==> src/rtl/qeve_pkg.sv <==
// Package for the quadrature edge velocity estimator.
// Holds the shared widths, codes, state type and controller/datapath structs.
// No dependencies.
`timescale 1ns / 1ps
`default_nettype none

package qeve_pkg;

   localparam int TIME_W     = 32;
   localparam int DIST_W     = 20;
   localparam int VEL_W      = 32;
   localparam int TOTAL_W    = 48;
   localparam int CSR_IDX_W  = 3;
   localparam int CSR_DATA_W = 32;
   localparam int REQ_DATA_W = 40;
   localparam int RSP_DATA_W = 88;

   localparam logic CMD_EDGE = 1'b0;
   localparam logic CMD_TICK = 1'b1;
   localparam logic CHAN_A   = 1'b0;
   localparam logic CHAN_B   = 1'b1;

   localparam logic [TIME_W-1:0] TIMEOUT_RESET = 32'd100000;

   typedef enum logic [CSR_IDX_W-1:0] {
      REG_DUAL_TRIGGER   = 3'd0,
      REG_STEP_NM        = 3'd1,
      REG_A_TO_B_FWD_NM  = 3'd2,
      REG_B_TO_A_FWD_NM  = 3'd3,
      REG_A_TO_B_BACK_NM = 3'd4,
      REG_B_TO_A_BACK_NM = 3'd5,
      REG_BOTH_WAYS      = 3'd6,
      REG_TIMEOUT_US     = 3'd7
   } reg_index_type;

   typedef enum logic [1:0] {
      ST_IDLE   = 2'd0,
      ST_CALC   = 2'd1,
      ST_DIVIDE = 2'd2,
      ST_FINISH = 2'd3
   } state_type;

   typedef struct packed {
      logic load;
      logic calc;
      logic step;
      logic finish;
   } dp_cmd_type;

   typedef struct packed {
      logic tick;
      logic skip;
      logic div_last;
      logic out_free;
   } dp_status_type;

endpackage

`default_nettype wire

==> src/rtl/qeve_ctrl.sv <==
// Controller state machine of the quadrature edge velocity estimator.
// Sequences accept, accumulate, serial divide and result load; uses qeve_pkg.
`timescale 1ns / 1ps
`default_nettype none

module qeve_ctrl (
   input  wire                     clock,
   input  wire                     reset,
   input  wire                     req_tvalid,
   output logic                    req_tready,
   input  qeve_pkg::dp_status_type status,
   output qeve_pkg::dp_cmd_type    cmd
);

   qeve_pkg::state_type state_ff;
   qeve_pkg::state_type state_in;

   always_ff @(posedge clock) begin
      if (reset) begin
         state_ff <= qeve_pkg::ST_IDLE;
      end else begin
         state_ff <= state_in;
      end
   end

   always_comb begin
      state_in   = state_ff;
      req_tready = 1'b0;
      cmd        = '0;
      case (state_ff)
         qeve_pkg::ST_IDLE: begin
            req_tready = 1'b1;
            if (req_tvalid) begin
               cmd.load = 1'b1;
               state_in = qeve_pkg::ST_CALC;
            end
         end
         qeve_pkg::ST_CALC: begin
            cmd.calc = 1'b1;
            if (status.tick || status.skip) begin
               state_in = qeve_pkg::ST_FINISH;
            end else begin
               state_in = qeve_pkg::ST_DIVIDE;
            end
         end
         qeve_pkg::ST_DIVIDE: begin
            cmd.step = 1'b1;
            if (status.div_last) begin
               state_in = qeve_pkg::ST_FINISH;
            end
         end
         qeve_pkg::ST_FINISH: begin
            if (status.out_free) begin
               cmd.finish = 1'b1;
               state_in   = qeve_pkg::ST_IDLE;
            end
         end
         default: begin
            state_in = qeve_pkg::ST_IDLE;
         end
      endcase
   end

endmodule

`default_nettype wire

==> src/rtl/qeve_datapath.sv <==
// Datapath of the quadrature edge velocity estimator: settings, tracking state,
// distance accumulator, restoring divider and result register. Uses qeve_pkg.
`timescale 1ns / 1ps
`default_nettype none

module qeve_datapath #(
   parameter int VEL_FRAC_BITS = 16
) (
   input  wire                                  clock,
   input  wire                                  reset,
   input  wire                                  csr_we,
   input  wire  [qeve_pkg::CSR_IDX_W-1:0]       csr_index,
   input  wire  [qeve_pkg::CSR_DATA_W-1:0]      csr_wdata,
   input  wire  [qeve_pkg::REQ_DATA_W-1:0]      req_tdata,
   input  wire                                  req_tuser,
   output logic                                 rsp_tvalid,
   input  wire                                  rsp_tready,
   output logic [qeve_pkg::RSP_DATA_W-1:0]      rsp_tdata,
   input  qeve_pkg::dp_cmd_type                 cmd,
   output qeve_pkg::dp_status_type              status
);

   localparam int DW = qeve_pkg::DIST_W + VEL_FRAC_BITS;
   localparam int QW = (DW > 33) ? DW : 33;
   localparam int CW = $clog2(DW + 1);

   logic                          dual_ff;
   logic [qeve_pkg::DIST_W-1:0]   step_nm_ff;
   logic [qeve_pkg::DIST_W-1:0]   a2b_fwd_ff;
   logic [qeve_pkg::DIST_W-1:0]   b2a_fwd_ff;
   logic [qeve_pkg::DIST_W-1:0]   a2b_back_ff;
   logic [qeve_pkg::DIST_W-1:0]   b2a_back_ff;
   logic                          both_ways_ff;
   logic [qeve_pkg::TIME_W-1:0]   timeout_ff;

   logic [qeve_pkg::TIME_W-1:0]   last_time_ff;
   logic                          last_fwd_ff;
   logic                          last_rev_ff;
   logic [qeve_pkg::VEL_W-1:0]    speed_ff;
   logic [qeve_pkg::TOTAL_W-1:0]  total_ff;

   logic                          tick_ff;
   logic [qeve_pkg::TIME_W-1:0]   now_ff;
   logic [qeve_pkg::TIME_W-1:0]   elapsed_ff;
   logic [qeve_pkg::DIST_W-1:0]   mag_ff;
   logic                          neg_ff;

   logic [qeve_pkg::TIME_W-1:0]   rem_ff;
   logic [DW-1:0]                 quo_ff;
   logic [CW-1:0]                 cnt_ff;

   logic                          rsp_valid_ff;
   logic [qeve_pkg::RSP_DATA_W-1:0] rsp_data_ff;

   logic                          in_chan;
   logic                          in_la;
   logic                          in_lb;
   logic [qeve_pkg::TIME_W-1:0]   in_time;
   logic                          in_fwd;
   logic                          in_rev;
   logic [qeve_pkg::DIST_W-1:0]   in_mag;

   logic [32:0]                   trial;
   logic [qeve_pkg::DIST_W:0]     step_s;
   logic [qeve_pkg::TOTAL_W:0]    sum;
   logic [qeve_pkg::TOTAL_W-1:0]  total_in;
   logic [QW-1:0]                 q_ext;
   logic [qeve_pkg::VEL_W-1:0]    vel_in;
   logic [qeve_pkg::VEL_W-1:0]    speed_in;
   logic                          timed_out;

   assign in_chan = req_tdata[0];
   assign in_la   = req_tdata[1];
   assign in_lb   = req_tdata[2];
   assign in_time = req_tdata[34:3];

   always_comb begin
      if (in_la == in_lb) begin
         in_fwd = (in_chan == qeve_pkg::CHAN_B);
      end else begin
         in_fwd = (in_chan == qeve_pkg::CHAN_A);
      end
      in_rev = (in_fwd != last_fwd_ff);
      if (in_rev) begin
         in_mag = '0;
      end else if (!dual_ff) begin
         in_mag = step_nm_ff;
      end else if (in_chan == qeve_pkg::CHAN_A) begin
         in_mag = in_fwd ? a2b_fwd_ff : b2a_back_ff;
      end else begin
         in_mag = in_fwd ? b2a_fwd_ff : a2b_back_ff;
      end
   end

   // Settings registers.
   always_ff @(posedge clock) begin
      if (reset) begin
         dual_ff      <= 1'b1;
         step_nm_ff   <= '0;
         a2b_fwd_ff   <= '0;
         b2a_fwd_ff   <= '0;
         a2b_back_ff  <= '0;
         b2a_back_ff  <= '0;
         both_ways_ff <= 1'b1;
         timeout_ff   <= qeve_pkg::TIMEOUT_RESET;
      end else if (csr_we) begin
         case (qeve_pkg::reg_index_type'(csr_index))
            qeve_pkg::REG_DUAL_TRIGGER:   dual_ff      <= csr_wdata[0];
            qeve_pkg::REG_STEP_NM:        step_nm_ff   <= csr_wdata[qeve_pkg::DIST_W-1:0];
            qeve_pkg::REG_A_TO_B_FWD_NM:  a2b_fwd_ff   <= csr_wdata[qeve_pkg::DIST_W-1:0];
            qeve_pkg::REG_B_TO_A_FWD_NM:  b2a_fwd_ff   <= csr_wdata[qeve_pkg::DIST_W-1:0];
            qeve_pkg::REG_A_TO_B_BACK_NM: a2b_back_ff  <= csr_wdata[qeve_pkg::DIST_W-1:0];
            qeve_pkg::REG_B_TO_A_BACK_NM: b2a_back_ff  <= csr_wdata[qeve_pkg::DIST_W-1:0];
            qeve_pkg::REG_BOTH_WAYS:      both_ways_ff <= csr_wdata[0];
            qeve_pkg::REG_TIMEOUT_US:     timeout_ff   <= csr_wdata;
            default: begin
            end
         endcase
      end
   end

   // Item capture and edge tracking state.
   always_ff @(posedge clock) begin
      if (reset) begin
         last_time_ff <= '0;
         last_fwd_ff  <= 1'b1;
         last_rev_ff  <= 1'b0;
      end else if (cmd.load && (req_tuser == qeve_pkg::CMD_EDGE)) begin
         last_time_ff <= in_time;
         last_fwd_ff  <= in_fwd;
         last_rev_ff  <= in_rev;
      end
   end

   always_ff @(posedge clock) begin
      if (cmd.load) begin
         tick_ff    <= (req_tuser == qeve_pkg::CMD_TICK);
         now_ff     <= in_time;
         elapsed_ff <= in_time - last_time_ff;
         mag_ff     <= in_mag;
         neg_ff     <= !in_fwd;
      end
   end

   // Saturating distance accumulator.
   always_comb begin
      step_s = neg_ff ? (~{1'b0, mag_ff} + 1'b1) : {1'b0, mag_ff};
      sum    = {total_ff[qeve_pkg::TOTAL_W-1], total_ff}
             + {{(qeve_pkg::TOTAL_W - qeve_pkg::DIST_W){step_s[qeve_pkg::DIST_W]}}, step_s};
      if (sum[qeve_pkg::TOTAL_W] != sum[qeve_pkg::TOTAL_W-1]) begin
         total_in = {sum[qeve_pkg::TOTAL_W], {(qeve_pkg::TOTAL_W-1){!sum[qeve_pkg::TOTAL_W]}}};
      end else begin
         total_in = sum[qeve_pkg::TOTAL_W-1:0];
      end
   end

   always_ff @(posedge clock) begin
      if (reset) begin
         total_ff <= '0;
      end else if (cmd.calc && !tick_ff && (both_ways_ff || !neg_ff)) begin
         total_ff <= total_in;
      end
   end

   // Restoring divider, one quotient bit per cycle.
   assign trial = {rem_ff, quo_ff[DW-1]} - {1'b0, elapsed_ff};

   always_ff @(posedge clock) begin
      if (cmd.calc) begin
         rem_ff <= '0;
         quo_ff <= DW'(mag_ff) << VEL_FRAC_BITS;
         cnt_ff <= CW'(DW);
      end else if (cmd.step) begin
         if (!trial[32]) begin
            rem_ff <= trial[31:0];
         end else begin
            rem_ff <= {rem_ff[30:0], quo_ff[DW-1]};
         end
         quo_ff <= {quo_ff[DW-2:0], !trial[32]};
         cnt_ff <= cnt_ff - 1'b1;
      end
   end

   // Velocity with saturation, and the tick timeout check.
   always_comb begin
      q_ext = QW'(quo_ff);
      if (mag_ff == '0) begin
         vel_in = '0;
      end else if (elapsed_ff == '0) begin
         vel_in = neg_ff ? 32'h8000_0000 : 32'h7FFF_FFFF;
      end else if (|q_ext[QW-1:31]) begin
         vel_in = neg_ff ? 32'h8000_0000 : 32'h7FFF_FFFF;
      end else begin
         vel_in = neg_ff ? (~q_ext[31:0] + 1'b1) : q_ext[31:0];
      end
      timed_out = (now_ff > last_time_ff) && ((now_ff - last_time_ff) > timeout_ff);
      if (tick_ff) begin
         speed_in = timed_out ? '0 : speed_ff;
      end else begin
         speed_in = vel_in;
      end
   end

   always_ff @(posedge clock) begin
      if (reset) begin
         speed_ff <= '0;
      end else if (cmd.finish) begin
         speed_ff <= speed_in;
      end
   end

   // Result register.
   always_ff @(posedge clock) begin
      if (reset) begin
         rsp_valid_ff <= 1'b0;
      end else if (cmd.finish) begin
         rsp_valid_ff <= 1'b1;
      end else if (rsp_tready) begin
         rsp_valid_ff <= 1'b0;
      end
   end

   always_ff @(posedge clock) begin
      if (cmd.finish) begin
         rsp_data_ff <= {6'd0, last_rev_ff, last_fwd_ff, total_ff, speed_in};
      end
   end

   assign rsp_tvalid      = rsp_valid_ff;
   assign rsp_tdata       = rsp_data_ff;
   assign status.tick     = tick_ff;
   assign status.skip     = (mag_ff == '0) || (elapsed_ff == '0);
   assign status.div_last = (cnt_ff == CW'(1));
   assign status.out_free = !rsp_valid_ff || rsp_tready;

endmodule

`default_nettype wire

==> src/rtl/quadrature_edge_velocity_estimator.sv <==
// Sequence: an edge beat passes from accept through the calc, divide and finish
// states, the divide state running the one-bit-per-cycle restoring divider; a tick beat,
// or an edge with zero distance or zero elapsed time, skips the divider.
// Throughput: one beat at a time; the next beat is accepted once the result is
// loaded into the output register, and the finish state waits while an earlier
// result still waits on rsp_tready. Reset is synchronous,
// active high, and restores all settings and tracking state to their defaults.
`timescale 1ns / 1ps
`default_nettype none

module quadrature_edge_velocity_estimator #(
   parameter int VEL_FRAC_BITS = 16
) (
   input  wire                                clock,
   input  wire                                reset,
   input  wire                                csr_we,
   input  wire  [qeve_pkg::CSR_IDX_W-1:0]     csr_index,
   input  wire  [qeve_pkg::CSR_DATA_W-1:0]    csr_wdata,
   input  wire                                req_tvalid,
   output logic                               req_tready,
   // edge_channel, level_a, level_b, time_us[31:0], zero pad
   input  wire  [qeve_pkg::REQ_DATA_W-1:0]    req_tdata,
   // command
   input  wire                                req_tuser,
   output logic                               rsp_tvalid,
   input  wire                                rsp_tready,
   // velocity[31:0], total_nm[47:0], moving_forward, reversed, zero pad
   output logic [qeve_pkg::RSP_DATA_W-1:0]    rsp_tdata
);

   qeve_pkg::dp_cmd_type    cmd;
   qeve_pkg::dp_status_type status;

   qeve_ctrl u_ctrl (
      .clock      (clock),
      .reset      (reset),
      .req_tvalid (req_tvalid),
      .req_tready (req_tready),
      .status     (status),
      .cmd        (cmd)
   );

   qeve_datapath #(
      .VEL_FRAC_BITS (VEL_FRAC_BITS)
   ) u_datapath (
      .clock      (clock),
      .reset      (reset),
      .csr_we     (csr_we),
      .csr_index  (csr_index),
      .csr_wdata  (csr_wdata),
      .req_tdata  (req_tdata),
      .req_tuser  (req_tuser),
      .rsp_tvalid (rsp_tvalid),
      .rsp_tready (rsp_tready),
      .rsp_tdata  (rsp_tdata),
      .cmd        (cmd),
      .status     (status)
   );

endmodule

`default_nettype wire

==> config.mk <==
export PLATFORM = sky130hd
export DESIGN_NAME = quadrature_edge_velocity_estimator
export DESIGN_NICKNAME = d
export VERILOG_FILES = /design/src/rtl/qeve_pkg.sv /design/src/rtl/qeve_ctrl.sv /design/src/rtl/qeve_datapath.sv /design/src/rtl/quadrature_edge_velocity_estimator.sv
export SDC_FILE = /design/constraint.sdc
export NUM_CORES = 1
export LEC_CHECK = 0
export ABC_AREA = 1
export BUFFER_PORTS_ARGS = -buffer_cell sky130_fd_sc_hd__clkbuf_2
export CAP_MARGIN = 20
export CORE_ASPECT_RATIO = 1.5
export CORE_MARGIN = 4
export CORE_UTILIZATION = 35
export CTS_CLUSTER_SIZE = 14
export DETAILED_ROUTE_END_ITERATION = 16
export MAX_ROUTING_LAYER = met4
export PLACE_DENSITY = 0.63
export SLEW_MARGIN = 20
export SYNTH_ARGS = -nofsm -noshare
export SYNTH_HDL_FRONTEND = slang
export SYNTH_SLANG_ARGS = --single-unit
==> constraint.sdc <==
create_clock -name clock -period 3.9 [get_ports clock]
set_clock_uncertainty 0.15 [all_clocks]
set_input_delay 0.195 -clock clock [delete_from_list [all_inputs] [get_ports clock]]
set_output_delay 0.195 -clock clock [all_outputs]
set_load 0.005 [all_outputs]
Yosys cells after proc, flatten, opt, wreduce, memory -nomap -nowiden
Cells that the tools add are included.
- input port bits: 81
- register bits: 493
- order comparisons: 2
- reduce and logical (&&, ||, !) cells: 30
- bitwise gates (word level): 4
- equal/unequal tests: 17
- add/subtract/negate cells: 7
- multiplexer cells: 31
- operators with widths (kind ; count):
    $mux W32 ; 8
    $mux W20 ; 4
    $mux W36 ; 2
    $gt A32 B32 Y1 ; 2
    $sub A32 B32 Y32 ; 2
    $add A48 B21 Y49 ; 1
    $mux W48 ; 1
    $sub A33 B32 Y33 ; 1
    $add A32 B1 Y32 const B ; 1
    $logic_not A32 Y1 ; 1
    $not A32 Y32 ; 1
    $add A21 B1 Y21 const B ; 1
    $mux W21 ; 1
    $not A20 Y21 ; 1
    $logic_not A20 Y1 ; 1
    $reduce_and A2 Y1 ; 8
    $eq A3 B3 Y1 const B ; 4
    $mux W1 ; 11
    $pmux W2 S4 ; 1
    $eq A3 B2 Y1 const B ; 2
    $eq A6 B1 Y1 const B ; 1
    $logic_not A1 Y1 ; 6
    $mux W2 ; 3
    $ne A2 B2 Y1 const B ; 3
    other kinds (14) ; 24

Logic depth before layout (Yosys ltp)
- depth after elaboration: 7
- depth in mapped cells: 30
- mapped depth without buffers: 29

Cells and area by module
From an unflattened synthesis, not the netlist that was laid out.
- cell total of the unflattened synthesis: 4337
- area total of the unflattened synthesis: 30643.1 µm²
- modules (own cells, without submodules) (module ; area an instance (µm²) ; cells each ; sequential area each (µm²) ; times used):
    qeve_datapath ; 30441.7 ; 4305 ; 11711.2 ; 1
    qeve_ctrl ; 201.4 ; 32 ; 40.0 ; 1

Worst setup path after synthesis
Ideal clock, no wire load.
- kind: register -> register
- start point: reg u_ctrl.state_ff[0]
- end point: reg u_datapath.rsp_data_ff (netlist bit u_datapath.rsp_tdata[0]), enable pin
- stages on the path, launching flop included: 6
- setup time: 0.478 ns
- arrival: 3.348 ns
- slack: -0.077 ns
- buffers on the path: 2
- required time: 3.272 ns
- cell sequence: dfxtp_1 > ha_1 > nand2_1 > inv_1 > clkbuf_1 > clkbuf_1
- RTL lines (item ; line ; source):
    start: declaration ; qeve_ctrl.sv:15 ; qeve_pkg::state_type state_ff;
    start signal: assignment ; qeve_ctrl.sv:20 ; state_ff <= qeve_pkg::ST_IDLE;
    start signal: assignment ; qeve_ctrl.sv:22 ; state_ff <= state_in;
    end signal: assignment ; qeve_datapath.sv:225 ; rsp_data_ff <= {6'd0, last_rev_ff, last_fwd_ff, total_ff, speed_in};
    end: declaration ; qeve_datapath.sv:53 ; logic [qeve_pkg::RSP_DATA_W-1:0] rsp_data_ff;

Worst setup path in the final report
- start point: reg u_datapath.now_ff[4] (netlist bit)
- end point: reg u_datapath.rsp_data_ff (netlist bit u_datapath.rsp_tdata[3]) (data pin)
- word-level cells in the longest chain between the ends: 5
- ends and longest elaborated chain (item ; line ; source):
    start: declaration ; qeve_datapath.sv:43 ; logic [qeve_pkg::TIME_W-1:0] now_ff;
    start signal: assignment ; qeve_datapath.sv:138 ; now_ff <= in_time;
    $sub A32 B32 Y32 ; qeve_datapath.sv:196 ; timed_out = (now_ff > last_time_ff) && ((now_ff - last_time_ff) > timeout_ff);
    $gt A32 B32 Y1 ; qeve_datapath.sv:196 ;
    $logic_and A1 B1 Y1 (*) ; qeve_datapath.sv:196 ;
    $mux W32 (*) ; qeve_datapath.sv:198 ; speed_in = timed_out ? '0 : speed_ff;
    $mux W32 (*) ; qeve_datapath.sv:197 ; if (tick_ff) begin
    named net u_datapath.speed_in (one bit) ; qeve_datapath.sv:69 ; logic [qeve_pkg::VEL_W-1:0] speed_in;
Mark *: on every way through the listed nets, which the timed path passes. The rest lies on a longest branch.
A chain may end at the register's enable or synchronous reset.

==> flow_summary.toml <==
[logic_synthesis]
synth_cell_type_count = 52
yosysTopAreaCell = "dfxtp_1"
ys_warn_count = 0
syn-cell-area_mm2 = 0.0309
synth_top_area_share = 0.198
synthCells = 4366
synth_seq_area_share = 0.380
synthTopCellsByArea = "dfxtp_1 20%, edfxtp_1 18%, nand2_1 11%"
ys_seq_elements = 493
syn_avg_cell_area_um2 = 7.08

[die]
pin_count = 171
initial_utilization = 0.353
die_y_um = 372
coreArea_mm2 = 0.0877
rows = 133
die_w_um = 251
dieArea_mm2 = 0.0932

[sta]
post-route-period-util = 1.01
holdWs_ps = 145
tns_ps = -443
rsz0062_at_grt = "true"
fin_crit_ps = 3930
maxSlewHeadroom = 0.320
final_max_slew_viol_count = 0
fmax_mhz = 254
final_hold_viol_count = 0
setup_slack_ps = -32.1
finalSetupViolations = 38
worst_slew_pin_slew_ps = 1020

[place]
globalplace.congestion = 0.988
place_inst = 5754
io_buffers = 159
dp_slack_ps = -220
dp_hpwl_mm = 75.1
place_area_mm2 = 0.0344

[clocking]
cts-root-buf = "clkbuf_16"
clock_latency_ps = 640
cts_buffers = 51
cts_buffer_depth = 3
cts_sinks = 493
htree_num_levels = 2
cts_tree = "done"
clkTransAtPathRegs_ps = 70

[run]
max_cap_viol_count = 0

[worst_setup_path]
critPathArrivalTime_ps = 4160
crit_required_ps = 4120
crit_type = "register to register"
cp-end-kind = "register"
crit_fanout = 8
start_kind = "register"

[power]
leakage_nw = 17.9
power_mw = 29.5
irDropWorstVdd_v = 0.000372
power_density_mw_per_mm2 = 748

[routing]
routed_wl_mm = 104
vias_per_cell = 5.10
firstDrtPassIters = 5
wl_per_cell_um = 17.4
vias = 30400
antenna_left = 0
drcViolationCount = 0
first_iter_violations = 1832

[finish]
final_core_util = 0.449
drive_gt1_frac = 0.193
design_area_mm2 = 0.0394
nets = 5042
fin_cells = 5965
synthToLayoutAreaGrowth_pct = 27.4

[outcome]
violations = "negative setup slack"
status = "finished, violations left"

[grt]
grt_pass1_vias = 29200
grt_pass1_wl_mm = 156
antenna_found_initial = 0
overflow = 0
grtUsageTotal = 0.214
grt_max_degree = 107

[hold_path]
holdCritPathClass = "input pin to register"
[path summary, 6_finish.rpt]
check	from	to	slack (ps)	cells after the start
setup / recovery	u_datapath.now_ff[4]	u_datapath.rsp_tdata[3]	-30	23
hold reg to reg	u_datapath.last_rev_ff	u_datapath.rsp_tdata[81]	280	0
hold / removal	reset	u_datapath.last_time_ff[27]	150	4
setup reg to reg	u_datapath.now_ff[4]	u_datapath.rsp_tdata[3]	-30	23
[registers in the layout (all words and copies together), names as in the netlist, 2 cells and up]
register	flops
u_ctrl.state_ff	2
u_datapath.a2b_back_ff	20
u_datapath.a2b_fwd_ff	20
u_datapath.b2a_back_ff	20
u_datapath.b2a_fwd_ff	20
u_datapath.cnt_ff	6
u_datapath.elapsed_ff	32
u_datapath.last_time_ff	32
u_datapath.mag_ff	20
u_datapath.now_ff	32
u_datapath.q_ext	36
u_datapath.rem_ff	32
u_datapath.rsp_tdata	82
u_datapath.speed_ff	32
u_datapath.step_nm_ff	20
u_datapath.timeout_ff	32
u_datapath.total_ff	48
[cells in the final DEF (no fill, tap or decap), types with 62 or more instances in the layout]
cell           instances
dfxtp_1              304
dlygate4sd3_1         74
edfxtp_1             188
ha_1                 138
clkbuf_2             158
nand2_1              774
buf_4                245
a21oi_1              266
xor2_1                80
o21ai_0              384
clkbuf_16             63
inv_1                526
nand3_1              189
a21oi_2               62
nor2_1               620
nand2_2               99
nand4_1               74
[where the power goes]
part / switching (mW) / internal [mW]
Sequential: 0.850 / 6.74
Combinational: 10.0 / 6.60
Clock: 2.24 / 3.01
[critical path, cell delays in order (launching register included)]
cell and delay (ps):
edfxtp_1 420, ha_4 280, a21oi_1 220, o21ai_2 100, nor2_1 140, o21bai_1 110, buf_4 140, buf_4 120
nand3_1 70, nand2_2 90, a21oi_2 200, xnor2_2 100, ha_1 300, nand2_1 70, inv_1 50, nand4_1 130
nor2_2 180, nand2_1 70, nand2_1 110, nand3_4 110, buf_12 190, buf_16 160, nand2_1 80, nand2_1 50
[metal layers]
metal,track usage,vias to the layer above,share of wire
met2,0.384,822,0.50
li1,-,15200,-
met4,0.0980,0,0.059
met5,-,-,0
met3,0.0208,286,0.045
met1,0.242,14100,0.40
[cell usage after synthesis (all sizes together)]
master,number
nor2,653
fa,4
clkinv,3
or2,28
a21oi,331
xnor2,41
ha,183
a21boi,9
clkbuf,121
o2111ai,2
nand3b,12
xor2,86
and2,3
a21o,12
o311ai,2
a31oi,5
edfxtp,188
a311o,1
o22ai,34
buf,40
nor4,20
nor3,42
a2111oi,1
o21ai,407
dfxtp,305
nand2,926
nand3,224
a221oi,5
a211oi,1
o31ai,4
conb,1
nand4,74
o211ai,8
o211a,1
inv,544
o21a,10
o21bai,30
o221ai,2
and3,3
[kinds of logic after synthesis]
kind of cell,synth area share
other,0.000121
DFF,0.380
xor gates and xnor gates,0.0360
adders and majority gates,0.0767
AOI/OAI and AO/OA,0.151
and+or+nand+nor,0.266
buffers and inverters,0.0897
[repair_timing]
| item | 4_1_cts | 5_1_grt |
|---|---|---|
| endpoints found under the hold margin | 216 | 0 |
| setup buffers | 7 | 20 |
| resized for setup | 149 | 310 |
| setup endpoints to repair | 112 | 112 |
| cloned | 2 | 15 |
| hold buffers | 74 | 0 |
| pin swaps | 37 | 137 |
[area by class of cell]
| type | count | area (um2) |
|---|---|---|
| Antenna cell | 1 | 2.50 |
| Clock buffer | 70 | 1480 |
| Clock inverter | 26 | 304 |
| Fill cell | 8762 | 48300 |
| Inverter | 547 | 2070 |
| Multi-Input combinational cell | 3170 | 18300 |
| Sequential cell | 493 | 11800 |
| Tap cell | 1147 | 1440 |
| Timing Repair Buffer | 511 | 4020 |
(Power assumes the default switching activity.)
